==> src/sv/sha_pkg.sv <==
`timescale 1ns / 1ps
// ----------------------------------------------------------------------------
// SHA-256 package
// Shared types, constants and round functions for the stream hasher.
// ----------------------------------------------------------------------------
package sha_pkg;

   localparam int unsigned BlockBytes = 64;
   localparam int unsigned LengthPos  = 56;
   localparam logic [7:0]  PadByte    = 8'h80;

   typedef enum logic {
      OP_ABSORB = 1'b0,
      OP_FINISH = 1'b1
   } opcode_type;

   typedef struct packed {
      logic       finish;
      logic [7:0] data;
   } entry_type;

   typedef enum logic [2:0] {
      ST_IDLE,
      ST_PAD,
      ST_ROUNDS,
      ST_FOLD,
      ST_EMIT
   } state_type;

   typedef logic [31:0] word_type;

   function automatic word_type round_k(input logic [5:0] idx);
      word_type k;
      unique case (idx)
         6'd0: k = 32'h428a2f98; 6'd1: k = 32'h71374491; 6'd2: k = 32'hb5c0fbcf;
         6'd3: k = 32'he9b5dba5; 6'd4: k = 32'h3956c25b; 6'd5: k = 32'h59f111f1;
         6'd6: k = 32'h923f82a4; 6'd7: k = 32'hab1c5ed5; 6'd8: k = 32'hd807aa98;
         6'd9: k = 32'h12835b01; 6'd10: k = 32'h243185be; 6'd11: k = 32'h550c7dc3;
         6'd12: k = 32'h72be5d74; 6'd13: k = 32'h80deb1fe; 6'd14: k = 32'h9bdc06a7;
         6'd15: k = 32'hc19bf174; 6'd16: k = 32'he49b69c1; 6'd17: k = 32'hefbe4786;
         6'd18: k = 32'h0fc19dc6; 6'd19: k = 32'h240ca1cc; 6'd20: k = 32'h2de92c6f;
         6'd21: k = 32'h4a7484aa; 6'd22: k = 32'h5cb0a9dc; 6'd23: k = 32'h76f988da;
         6'd24: k = 32'h983e5152; 6'd25: k = 32'ha831c66d; 6'd26: k = 32'hb00327c8;
         6'd27: k = 32'hbf597fc7; 6'd28: k = 32'hc6e00bf3; 6'd29: k = 32'hd5a79147;
         6'd30: k = 32'h06ca6351; 6'd31: k = 32'h14292967; 6'd32: k = 32'h27b70a85;
         6'd33: k = 32'h2e1b2138; 6'd34: k = 32'h4d2c6dfc; 6'd35: k = 32'h53380d13;
         6'd36: k = 32'h650a7354; 6'd37: k = 32'h766a0abb; 6'd38: k = 32'h81c2c92e;
         6'd39: k = 32'h92722c85; 6'd40: k = 32'ha2bfe8a1; 6'd41: k = 32'ha81a664b;
         6'd42: k = 32'hc24b8b70; 6'd43: k = 32'hc76c51a3; 6'd44: k = 32'hd192e819;
         6'd45: k = 32'hd6990624; 6'd46: k = 32'hf40e3585; 6'd47: k = 32'h106aa070;
         6'd48: k = 32'h19a4c116; 6'd49: k = 32'h1e376c08; 6'd50: k = 32'h2748774c;
         6'd51: k = 32'h34b0bcb5; 6'd52: k = 32'h391c0cb3; 6'd53: k = 32'h4ed8aa4a;
         6'd54: k = 32'h5b9cca4f; 6'd55: k = 32'h682e6ff3; 6'd56: k = 32'h748f82ee;
         6'd57: k = 32'h78a5636f; 6'd58: k = 32'h84c87814; 6'd59: k = 32'h8cc70208;
         6'd60: k = 32'h90befffa; 6'd61: k = 32'ha4506ceb; 6'd62: k = 32'hbef9a3f7;
         default: k = 32'hc67178f2;
      endcase
      return k;
   endfunction

   function automatic word_type init_h(input logic [2:0] idx);
      word_type h;
      unique case (idx)
         3'd0: h = 32'h6a09e667; 3'd1: h = 32'hbb67ae85;
         3'd2: h = 32'h3c6ef372; 3'd3: h = 32'ha54ff53a;
         3'd4: h = 32'h510e527f; 3'd5: h = 32'h9b05688c;
         3'd6: h = 32'h1f83d9ab; default: h = 32'h5be0cd19;
      endcase
      return h;
   endfunction

   function automatic word_type rotr(input word_type v, input int unsigned n);
      return (v >> n) | (v << (32 - n));
   endfunction

endpackage

==> src/sv/sha_queue.sv <==
`timescale 1ns / 1ps
// ----------------------------------------------------------------------------
// SHA request queue
// Small FIFO between the request front end and the compression engine.
// ----------------------------------------------------------------------------
module sha_queue #(
   parameter int unsigned Depth = 4
) (
   input  logic               clock,
   input  logic               reset,
   input  logic               wr_valid,
   output logic               wr_ready,
   input  sha_pkg::entry_type wr_entry,
   output logic               rd_valid,
   input  logic               rd_ready,
   output sha_pkg::entry_type rd_entry
);
   localparam int unsigned AW = (Depth > 1) ? $clog2(Depth) : 1;

   sha_pkg::entry_type mem_ff [Depth];
   logic [AW-1:0] wp_ff, wp_in, rp_ff, rp_in;
   logic [AW:0]   cnt_ff, cnt_in;
   logic          push, pop;

   assign wr_ready = (cnt_ff != (AW+1)'(Depth));
   assign rd_valid = (cnt_ff != '0);
   assign rd_entry = mem_ff[rp_ff];
   assign push = wr_valid && wr_ready;
   assign pop  = rd_valid && rd_ready;

   always_comb begin
      wp_in  = wp_ff;
      rp_in  = rp_ff;
      cnt_in = cnt_ff;
      if (push) begin
         wp_in = (wp_ff == AW'(Depth - 1)) ? '0 : wp_ff + 1'b1;
      end
      if (pop) begin
         rp_in = (rp_ff == AW'(Depth - 1)) ? '0 : rp_ff + 1'b1;
      end
      if (push && !pop) begin
         cnt_in = cnt_ff + 1'b1;
      end else if (pop && !push) begin
         cnt_in = cnt_ff - 1'b1;
      end
   end

   always_ff @(posedge clock) begin
      if (reset) begin
         wp_ff  <= '0;
         rp_ff  <= '0;
         cnt_ff <= '0;
      end else begin
         wp_ff  <= wp_in;
         rp_ff  <= rp_in;
         cnt_ff <= cnt_in;
      end
   end

   always_ff @(posedge clock) begin
      if (push) begin
         mem_ff[wp_ff] <= wr_entry;
      end
   end
endmodule

==> src/sv/sha_engine.sv <==
`timescale 1ns / 1ps
// ----------------------------------------------------------------------------
// SHA compression engine
// Packs bytes into the block, pads, runs 64 rounds and emits the digest.
// ----------------------------------------------------------------------------
module sha_engine (
   input  logic               clock,
   input  logic               reset,
   input  logic               in_valid,
   output logic               in_ready,
   input  sha_pkg::entry_type in_entry,
   output logic               out_valid,
   input  logic               out_ready,
   output logic [31:0]        out_word,
   output logic [2:0]         out_index,
   output logic               out_last
);
   sha_pkg::state_type state_ff, state_in;
   sha_pkg::word_type  h_ff [8];
   sha_pkg::word_type  s_ff [8];
   sha_pkg::word_type  w_ff [16];
   logic [5:0]  fill_ff;
   logic [63:0] len_ff;
   logic [5:0]  rnd_ff;
   logic        fin_ff;
   logic        second_ff;
   logic [2:0]  idx_ff;

   sha_pkg::word_type t1, t2, wn, wcur, e, a, x, y;
   logic absorb, start_fin;

   assign absorb    = (state_ff == sha_pkg::ST_IDLE) && in_valid && !in_entry.finish;
   assign start_fin = (state_ff == sha_pkg::ST_IDLE) && in_valid && in_entry.finish;

   always_comb begin
      state_in = state_ff;
      unique case (state_ff)
         sha_pkg::ST_IDLE: begin
            if (start_fin) begin
               state_in = sha_pkg::ST_PAD;
            end else if (absorb && fill_ff == 6'(sha_pkg::BlockBytes - 1)) begin
               state_in = sha_pkg::ST_ROUNDS;
            end
         end
         sha_pkg::ST_PAD:    state_in = sha_pkg::ST_ROUNDS;
         sha_pkg::ST_ROUNDS: if (rnd_ff == 6'd63) state_in = sha_pkg::ST_FOLD;
         sha_pkg::ST_FOLD: begin
            if (!fin_ff) state_in = sha_pkg::ST_IDLE;
            else if (second_ff) state_in = sha_pkg::ST_PAD;
            else state_in = sha_pkg::ST_EMIT;
         end
         sha_pkg::ST_EMIT: if (out_ready && idx_ff == 3'd7) state_in = sha_pkg::ST_IDLE;
         default: state_in = sha_pkg::ST_IDLE;
      endcase
   end

   always_comb begin
      in_ready  = (state_ff == sha_pkg::ST_IDLE);
      out_valid = (state_ff == sha_pkg::ST_EMIT);
      out_word  = h_ff[idx_ff];
      out_index = idx_ff;
      out_last  = (idx_ff == 3'd7);
   end

   always_comb begin
      wcur = w_ff[0];
      x  = w_ff[1];
      y  = w_ff[14];
      wn = w_ff[0]
         + (sha_pkg::rotr(x, 7) ^ sha_pkg::rotr(x, 18) ^ (x >> 3))
         + w_ff[9]
         + (sha_pkg::rotr(y, 17) ^ sha_pkg::rotr(y, 19) ^ (y >> 10));
      e  = s_ff[4];
      a  = s_ff[0];
      t1 = s_ff[7] + (sha_pkg::rotr(e, 6) ^ sha_pkg::rotr(e, 11) ^ sha_pkg::rotr(e, 25))
         + ((e & s_ff[5]) ^ (~e & s_ff[6])) + sha_pkg::round_k(rnd_ff) + wcur;
      t2 = (sha_pkg::rotr(a, 2) ^ sha_pkg::rotr(a, 13) ^ sha_pkg::rotr(a, 22))
         + ((a & s_ff[1]) ^ (a & s_ff[2]) ^ (s_ff[1] & s_ff[2]));
   end

   always_ff @(posedge clock) begin
      if (reset) begin
         state_ff <= sha_pkg::ST_IDLE;
         fill_ff  <= '0;
         len_ff   <= '0;
         rnd_ff   <= '0;
         fin_ff   <= 1'b0;
         second_ff <= 1'b0;
         idx_ff   <= '0;
         for (int i = 0; i < 8; i++) h_ff[i] <= sha_pkg::init_h(3'(i));
      end else begin
         state_ff <= state_in;
         unique case (state_ff)
            sha_pkg::ST_IDLE: begin
               if (absorb) begin
                  fill_ff <= fill_ff + 1'b1;
                  len_ff  <= len_ff + 64'd1;
                  rnd_ff  <= '0;
                  fin_ff  <= 1'b0;
               end else if (start_fin) begin
                  fin_ff    <= 1'b1;
                  second_ff <= (fill_ff > 6'(sha_pkg::LengthPos - 1));
               end
               for (int i = 0; i < 8; i++) s_ff[i] <= h_ff[i];
            end
            sha_pkg::ST_PAD: begin
               rnd_ff <= '0;
               for (int i = 0; i < 8; i++) s_ff[i] <= h_ff[i];
            end
            sha_pkg::ST_ROUNDS: begin
               rnd_ff <= rnd_ff + 1'b1;
               s_ff[7] <= s_ff[6]; s_ff[6] <= s_ff[5]; s_ff[5] <= s_ff[4];
               s_ff[4] <= s_ff[3] + t1;
               s_ff[3] <= s_ff[2]; s_ff[2] <= s_ff[1]; s_ff[1] <= s_ff[0];
               s_ff[0] <= t1 + t2;
            end
            sha_pkg::ST_FOLD: begin
               for (int i = 0; i < 8; i++) h_ff[i] <= h_ff[i] + s_ff[i];
               idx_ff <= '0;
               if (fin_ff && second_ff) second_ff <= 1'b0;
            end
            sha_pkg::ST_EMIT: begin
               if (out_ready) begin
                  idx_ff <= idx_ff + 1'b1;
                  if (idx_ff == 3'd7) begin
                     for (int i = 0; i < 8; i++) h_ff[i] <= sha_pkg::init_h(3'(i));
                     fill_ff <= '0;
                     len_ff  <= '0;
                     fin_ff  <= 1'b0;
                  end
               end
            end
            default: ;
         endcase
      end
   end

   // schedule: 16-word sliding window, bytes and padding in idle, length on PAD
   always_ff @(posedge clock) begin
      priority if (absorb) begin
         w_ff[fill_ff[5:2]][8*(3-fill_ff[1:0]) +: 8] <= in_entry.data;
      end else if (start_fin) begin
         for (int b = 0; b < 64; b++) begin
            if (6'(b) == fill_ff) begin
               w_ff[b/4][8*(3-(b%4)) +: 8] <= sha_pkg::PadByte;
            end else if (6'(b) > fill_ff) begin
               w_ff[b/4][8*(3-(b%4)) +: 8] <= 8'h00;
            end
         end
      end else if (state_ff == sha_pkg::ST_PAD) begin
         // the block holding 0x80 past the length field goes out as it is
         if (!second_ff) begin
            w_ff[14] <= len_ff[60:29];
            w_ff[15] <= {len_ff[28:0], 3'b000};
         end
      end else if (state_ff == sha_pkg::ST_FOLD && fin_ff && second_ff) begin
         // 0x80 landed in the first block; length goes in a block of its own
         for (int i = 0; i < 16; i++) w_ff[i] <= '0;
      end else if (state_ff == sha_pkg::ST_ROUNDS) begin
         for (int i = 0; i < 15; i++) w_ff[i] <= w_ff[i+1];
         w_ff[15] <= wn;
      end
   end
endmodule

==> src/sv/sha256_stream_hasher.sv <==
`timescale 1ns / 1ps
// ----------------------------------------------------------------------------
// SHA-256 stream hasher
// Byte-wide SHA-256 with a request queue in front of the compression engine.
// ----------------------------------------------------------------------------
// Usage:
//   req_ channel: one request per byte (req_opcode absorb) or a finish request.
//   rsp_ channel: eight digest words after each finish, rsp_last_word on word 7.
//   A request is registered in the queue before it reaches the engine.
//   Each absorbed byte is written into the block while idle; every 64th byte
//   also runs the rounds and fold through the single round unit.
//   A finish first lays in the padding, then compresses one or two blocks
//   (pad state, 64 rounds, fold; the length goes into the last block),
//   then the eight words at one per accepted cycle.
//   A queue of Depth requests keeps the input side taking bytes while the
//   engine compresses.
//   Reset empties the queue and loads the initial hash values.
//   A stall on rsp_ready holds the current word; the engine waits, the queue
//   keeps filling until full, then req_ready drops.
// ----------------------------------------------------------------------------
module sha256_stream_hasher #(
   parameter int unsigned Depth = 4
) (
   input  logic        clock,
   input  logic        reset,
   input  logic        req_valid,
   output logic        req_ready,
   input  logic        req_opcode,
   input  logic [7:0]  req_data_byte,
   output logic        rsp_valid,
   input  logic        rsp_ready,
   output logic [31:0] rsp_digest_word,
   output logic [2:0]  rsp_word_index,
   output logic        rsp_last_word
);
   sha_pkg::entry_type wr_entry, rd_entry;
   logic rd_valid, rd_ready;

   assign wr_entry.finish = (req_opcode == sha_pkg::OP_FINISH);
   assign wr_entry.data   = req_data_byte;

   sha_queue #(.Depth(Depth)) u_queue (
      .clock(clock), .reset(reset),
      .wr_valid(req_valid), .wr_ready(req_ready), .wr_entry(wr_entry),
      .rd_valid(rd_valid), .rd_ready(rd_ready), .rd_entry(rd_entry)
   );

   sha_engine u_engine (
      .clock(clock), .reset(reset),
      .in_valid(rd_valid), .in_ready(rd_ready), .in_entry(rd_entry),
      .out_valid(rsp_valid), .out_ready(rsp_ready),
      .out_word(rsp_digest_word), .out_index(rsp_word_index),
      .out_last(rsp_last_word)
   );
endmodule

==> config.mk <==
export PLATFORM = sky130hd
export DESIGN_NAME = sha256_stream_hasher
export DESIGN_NICKNAME = d
export VERILOG_FILES = /design/src/sv/sha_pkg.sv /design/src/sv/sha_queue.sv /design/src/sv/sha_engine.sv /design/src/sv/sha256_stream_hasher.sv
export SDC_FILE = /design/constraint.sdc
export NUM_CORES = 2
export LEC_CHECK = 0
export BUFFER_PORTS_ARGS = -buffer_cell sky130_fd_sc_hd__buf_2
export CAP_MARGIN = 20
export CORE_ASPECT_RATIO = 0.8
export CORE_MARGIN = 2
export CORE_UTILIZATION = 30
export DETAILED_ROUTE_END_ITERATION = 7
export RECOVER_POWER = 25
export SLEW_MARGIN = 5
export SYNTH_ARGS = -nofsm -noshare
export SYNTH_HDL_FRONTEND = slang
export SYNTH_SLANG_ARGS = --single-unit
==> constraint.sdc <==
create_clock -name clock -period 29.5 [get_ports clock]
set_clock_uncertainty 0.1 [all_clocks]
set_input_delay 5.9 -clock clock [delete_from_list [all_inputs] [get_ports clock]]
set_output_delay 5.9 -clock clock [all_outputs]
set_load 0.005 [all_outputs]
Word level (Yosys, flattened, before mapping):

Memory sizes are Yosys's and may differ from the RTL's. A register that Yosys moved wholly into a read port is not among the register bits.
Cells that the tools add are included.

* word-level logic and storage cells: 1408
* bits in writable memories: 1060
* bits in registers: 91
* memories kept: 5
* ROM bits: 2048
* input bits: 13

Memories
* (no name shown): depth 64, width 32, read ports 1, clocked after Yosys merged registers in 1, wr ports 0, line sha_pkg.sv:34 `unique case (idx)`
* u_engine.w_ff: depth 16, width 32, read ports 16, clocked after Yosys merged registers in 0, wr ports 16, line sha_engine.sv:21 `sha_pkg::word_type w_ff [16];`
* u_engine.h_ff: depth 8, width 32, read ports 9, clocked after Yosys merged registers in 1, wr ports 8, line sha_engine.sv:19 `sha_pkg::word_type h_ff [8];`
* u_engine.s_ff: depth 8, width 32, read ports 8, clocked after Yosys merged registers in 0, wr ports 8, line sha_engine.sv:20 `sha_pkg::word_type s_ff [8];`
* u_queue.mem_ff: depth 4, width 9, read ports 1, clocked after Yosys merged registers in 1, wr ports 1, line sha_queue.sv:20 `sha_pkg::entry_type mem_ff [Depth];`

* eq/ne operators: 83
* reductions and logical operators: 29
* mux-type cells: 927
* shift-type cells: 2
* $lt $le $gt $ge: 65
* bitwise gates (word level): 259
* $add $sub $neg: 28

Operators with widths (count)
* 32-bit 2-to-1 mux: 75
* 8-bit 2-to-1 mux: 200
* 1-bit 2-to-1 mux: 620
* 32-bit adder: 18
* 32-bit bitwise XOR: 9
* 1-bit OR: 232
* 6-bit == test (first input constant): 32
* 6-bit > comparator (first input constant): 32
* 64-bit 2-to-1 mux: 3
* 32-bit AND: 5
* 64-bit one-hot mux with 2 select lines: 1
* 5-bit by 6-bit == test with 1-bit output (first input constant): 16
* 5-bit by 6-bit > comparator with 1-bit output (first input constant): 16
* 64-bit by 1-bit adder with 64-bit output (second input constant): 1
* 4-bit by 6-bit == test with 1-bit output (first input constant): 8
* 4-bit by 6-bit > comparator with 1-bit output (first input constant): 8
* 6-bit 2-to-1 mux: 6
* 32-bit negation with 34-bit output: 1
* 8-bit by 34-bit variable shift with 32-bit output (first input constant): 1
* 8-bit by 34-bit indexed part select with 32-bit output: 1
* 3-bit 2-to-1 mux: 11
* 32-bit inverter: 1
* 10-bit by 32-bit OR with 32-bit output: 1
* 13-bit by 32-bit OR with 32-bit output: 1
* other kinds (48): 94

Longest topological paths before layout:

* depth in word-level cells: 12
* mapped depth: 32

Hierarchy:

Synthesis repeated with hierarchy kept, for this count alone.

* cell total of the unflattened synthesis: 8539
* area, all modules: 77956.0 um^2

By module, submodules not included
* sha_engine: cells each 8444, area an instance 76179.3 um^2, times used 1, sequential area each 29228.0 um^2
* sha_queue: cells each 95, area an instance 1776.7 um^2, times used 1, sequential area each 1261.2 um^2

Least setup slack after synthesis:

No wires, ideal clock.

* path kind: input to register
* start point: input reset
* end point: memory u_engine.s_ff[0][0] (netlist name) (enable)
* library setup time: 0.835 ns
* slack: 12.507 ns
* buffers on the path: 2
* stages on the path: 3
* arrival time: 16.057 ns
* required time: 28.565 ns
* cell sequence: clkbuf_1 -> clkbuf_1 -> nor2b_1

RTL lines
* start, declared: line sha256_stream_hasher.sv:25 `input logic reset,`
* end, declared: line sha_engine.sv:20

==> impl_results.md <==
- Max FO, Critical Path: 35
- Setup_tns: 0 ns
- Max-Cap Viols: 2
- Largest net degree at the start of global routing: roughly 190
- Most common cell in the netlist: nand2_1
- CTS resizes: 0
- Synth cell count leaders: 1371 x nand2_1, 801 x a21oi_1, 731 x o21ai_0
- Primary FF master, synth: edfxtp_1
- Yosys warns: 0
- Clk_lat worst skew: 0.87 ns
- Area share of the largest cell type after synthesis: 0.259
- I/O pin count: 51
- Cells after Synth: 8760
- Tmin final: around 9.6 ns
- Sequential share of the synthesized area: 0.389
- Postcts setup bufs: 0
- GRT Resource Usage Total: 0.220
- Initial Util: 0.302
- P&R area growth vs syn: 10.7%
- Drt drc: 2
- Syn nets: about 9400
- Final Max Tran Viols: 71
- Core area: ~260000 sq um
- Failing checks: design-rule violations, max-capacitance violations, max-slew violations
- Max Fclk: around 0.10 GHz
- Vias in the first global route: 64600
- Syn Std Cell Area: between 70000 and 80000 sq um
- Worst EP arrival: between 3 and 4 ns
- Clk sinks: roughly 1200
- Placed Area: between 80000 and 90000 sq um
- Worst path max stage delay: 0.81 ns
- Worst-path clk slew: about 0.070 ns
- Post-DP HPWL: roughly 220000 microns
- Die area: ~270000 sq um
- Wire per inst: between 20 and 25 microns
- Syn avg cell area: a little under 9 sq um
- Num CTS Buffers: between 100 and 150
- Fin crit share: 0.327
- Antenna-violating nets left: 0
- Vias: about 69000
- Vias per std cell: around 5.7
- CP bufs+invs: 2
- Iter 0 DRT Violations: between 9000 and 10000
- Chip Width: around 580 microns
- Crit-path cells: buf_4 -> mux4_2 -> mux2_2 -> buf_2
- Worst slew pin tran: between 2 and 3 ns
- Initial antenna violation count: 9
- IO Port Bufs: 50
- GRT overflow: 0
- HP Class: reg -> reg
- Rows: around 170
- Outcome: complete, but fails checks
- Critical path's top delay family: multiplexers
- Worst-case clock buffer depth: 4
- Gpl congestion: 0.999
- Pre-antenna DRT Iters: 8
- Synth area leader: edfxtp_1
- First-pass GRT wire length: around 440000 microns
- Top cells by area, synth: edfxtp_1 26%, dfxtp_1 13%, nand2_1 6.6%
- Synthesized flop and latch total: 1185
- CP Class: reg -> out
- Clk root buf: clkbuf_16
- Final WL: just over 300000 microns
- Layout cells sized above 1: 0.0669
- Startpoint types: flop
- Post-synth EDFFs: roughly 680
- Post-synth ARST share: 0
- Critical path required time: between 20 and 25 ns
- CTS Hold Buffers Added: 0
- RSZ-0062 raised after global routing: false
- Slew Limit Headroom: -0.720
- Die height: ~460 microns
- Crit end category: primary output
- NumNets Final: approximately 9200
- Final Setup Violations: 0
- CTS tree: built
- CP max-delay cell: dfxtp_4
- Final non-filler cell area: about 87000 sq um
- Yosys cell types: 99
- Final hold violations: 0
- H-tree level count: 4
==> per-layer routing <==
layer / part of all wire / global-route usage / vias to the layer above
li1: - / - / 30800
met1: 0.44 / 0.321 / 34100
met2: 0.41 / 0.316 / 3723
met3: 0.12 / 0.0581 / 524
met4: 0.030 / 0.0624 / 8
met5: 0.00015 / 0 / -
==> per-stage QoR <==
stage                      util  worst slack, ns  instances  hold slack (ns)
after floorplan               -            12.51       8760            0.327
after global placement    0.316            19.47      11900            0.344
after detailed placement  0.316            19.50      11900            0.345
after CTS                 0.334            19.77      12100            0.350
after global routing      0.335            19.69      12200            0.364
final                     0.335            19.85      12200            0.341
==> layout by cell type (no fill, tap or decap), types with 48 or more instances in the layout <==
cell,n
dfxtp_1,506
o21ai_0,744
ha_1,403
and2_1,54
clkbuf_16,152
fa_1,196
clkbuf_1,50
nand2b_1,60
a22oi_1,116
mux4_2,72
and3_1,48
nand3_1,142
nand2_1,1369
a211oi_1,154
nor2_1,715
xnor2_1,409
mux2_2,60
nor2b_1,51
xor2_1,217
buf_2,52
o211ai_1,55
a21oi_1,801
nor3_1,136
buf_4,86
a21o_1,192
o21bai_1,62
a31oi_1,59
edfxtp_1,676
inv_1,365
==> worst register-to-register path: cells and delay by family (launching register included) <==
family,cells,cell delay [ns]
fa+ha+maj,6,3.09
simple gates,2,0.29
buf+inv,5,0.53
compound gates,15,3.33
xor+xnor,2,0.66
flops,1,0.40
==> registers in the layout (all words and copies together) (netlist names), named ones only <==
signal / flops
u_queue.wp_ff: 2
u_engine.out_index: 3
u_engine.h_ff: 256
u_engine.fill_ff: 6
u_queue.rp_ff: 2
u_engine.second_ff: 1
u_queue.cnt_ff: 3
u_engine.s_ff: 256
u_engine.fin_ff: 1
u_engine.w_ff: 512
u_queue.mem_ff: 36
u_engine.len_ff: 61
u_engine.rnd_ff: 6
u_engine.state_ff: 3
==> worst paths after layout <==
path                                      from  cells past startpoint                                 to  slack (ns)
max                                       flop                      4                rsp_digest_word[15]       19.85
min reg2reg  u_engine.w_ff[6][20]$_SDFFE_PP0P_                      2  u_engine.w_ff[5][20]$_SDFFE_PP0P_        0.34
min          u_engine.w_ff[6][20]$_SDFFE_PP0P_                      2  u_engine.w_ff[5][20]$_SDFFE_PP0P_        0.34
max reg2reg                               flop                     30     u_engine.s_ff[0][31]$_DFFE_PP_       20.81
==> cell type report <==
cell class	instances	area (sq um)
diodes	2	5.00
clock buffers	194	4080
clock inverters	69	721
fillers	26500	173000
inverters	374	1410
multi-input cells	6718	44700
flip-flops and latches	1185	30500
well taps	3464	4330
repair buffers	165	1070
==> kinds of logic after synthesis <==
kind of cell | after synthesis | synth area share
xor+xnor | 628 | 0.0706
mux | 156 | 0.0326
compound gates | 2545 | 0.197
flops | 1185 | 0.389
fa+ha+maj | 621 | 0.117
simple gates | 2768 | 0.151
buf+inv | 857 | 0.0426
Power is left out: the tool's default activity adds up to more than one toggle a clock period on the data nets, which glitch-free logic cannot reach.
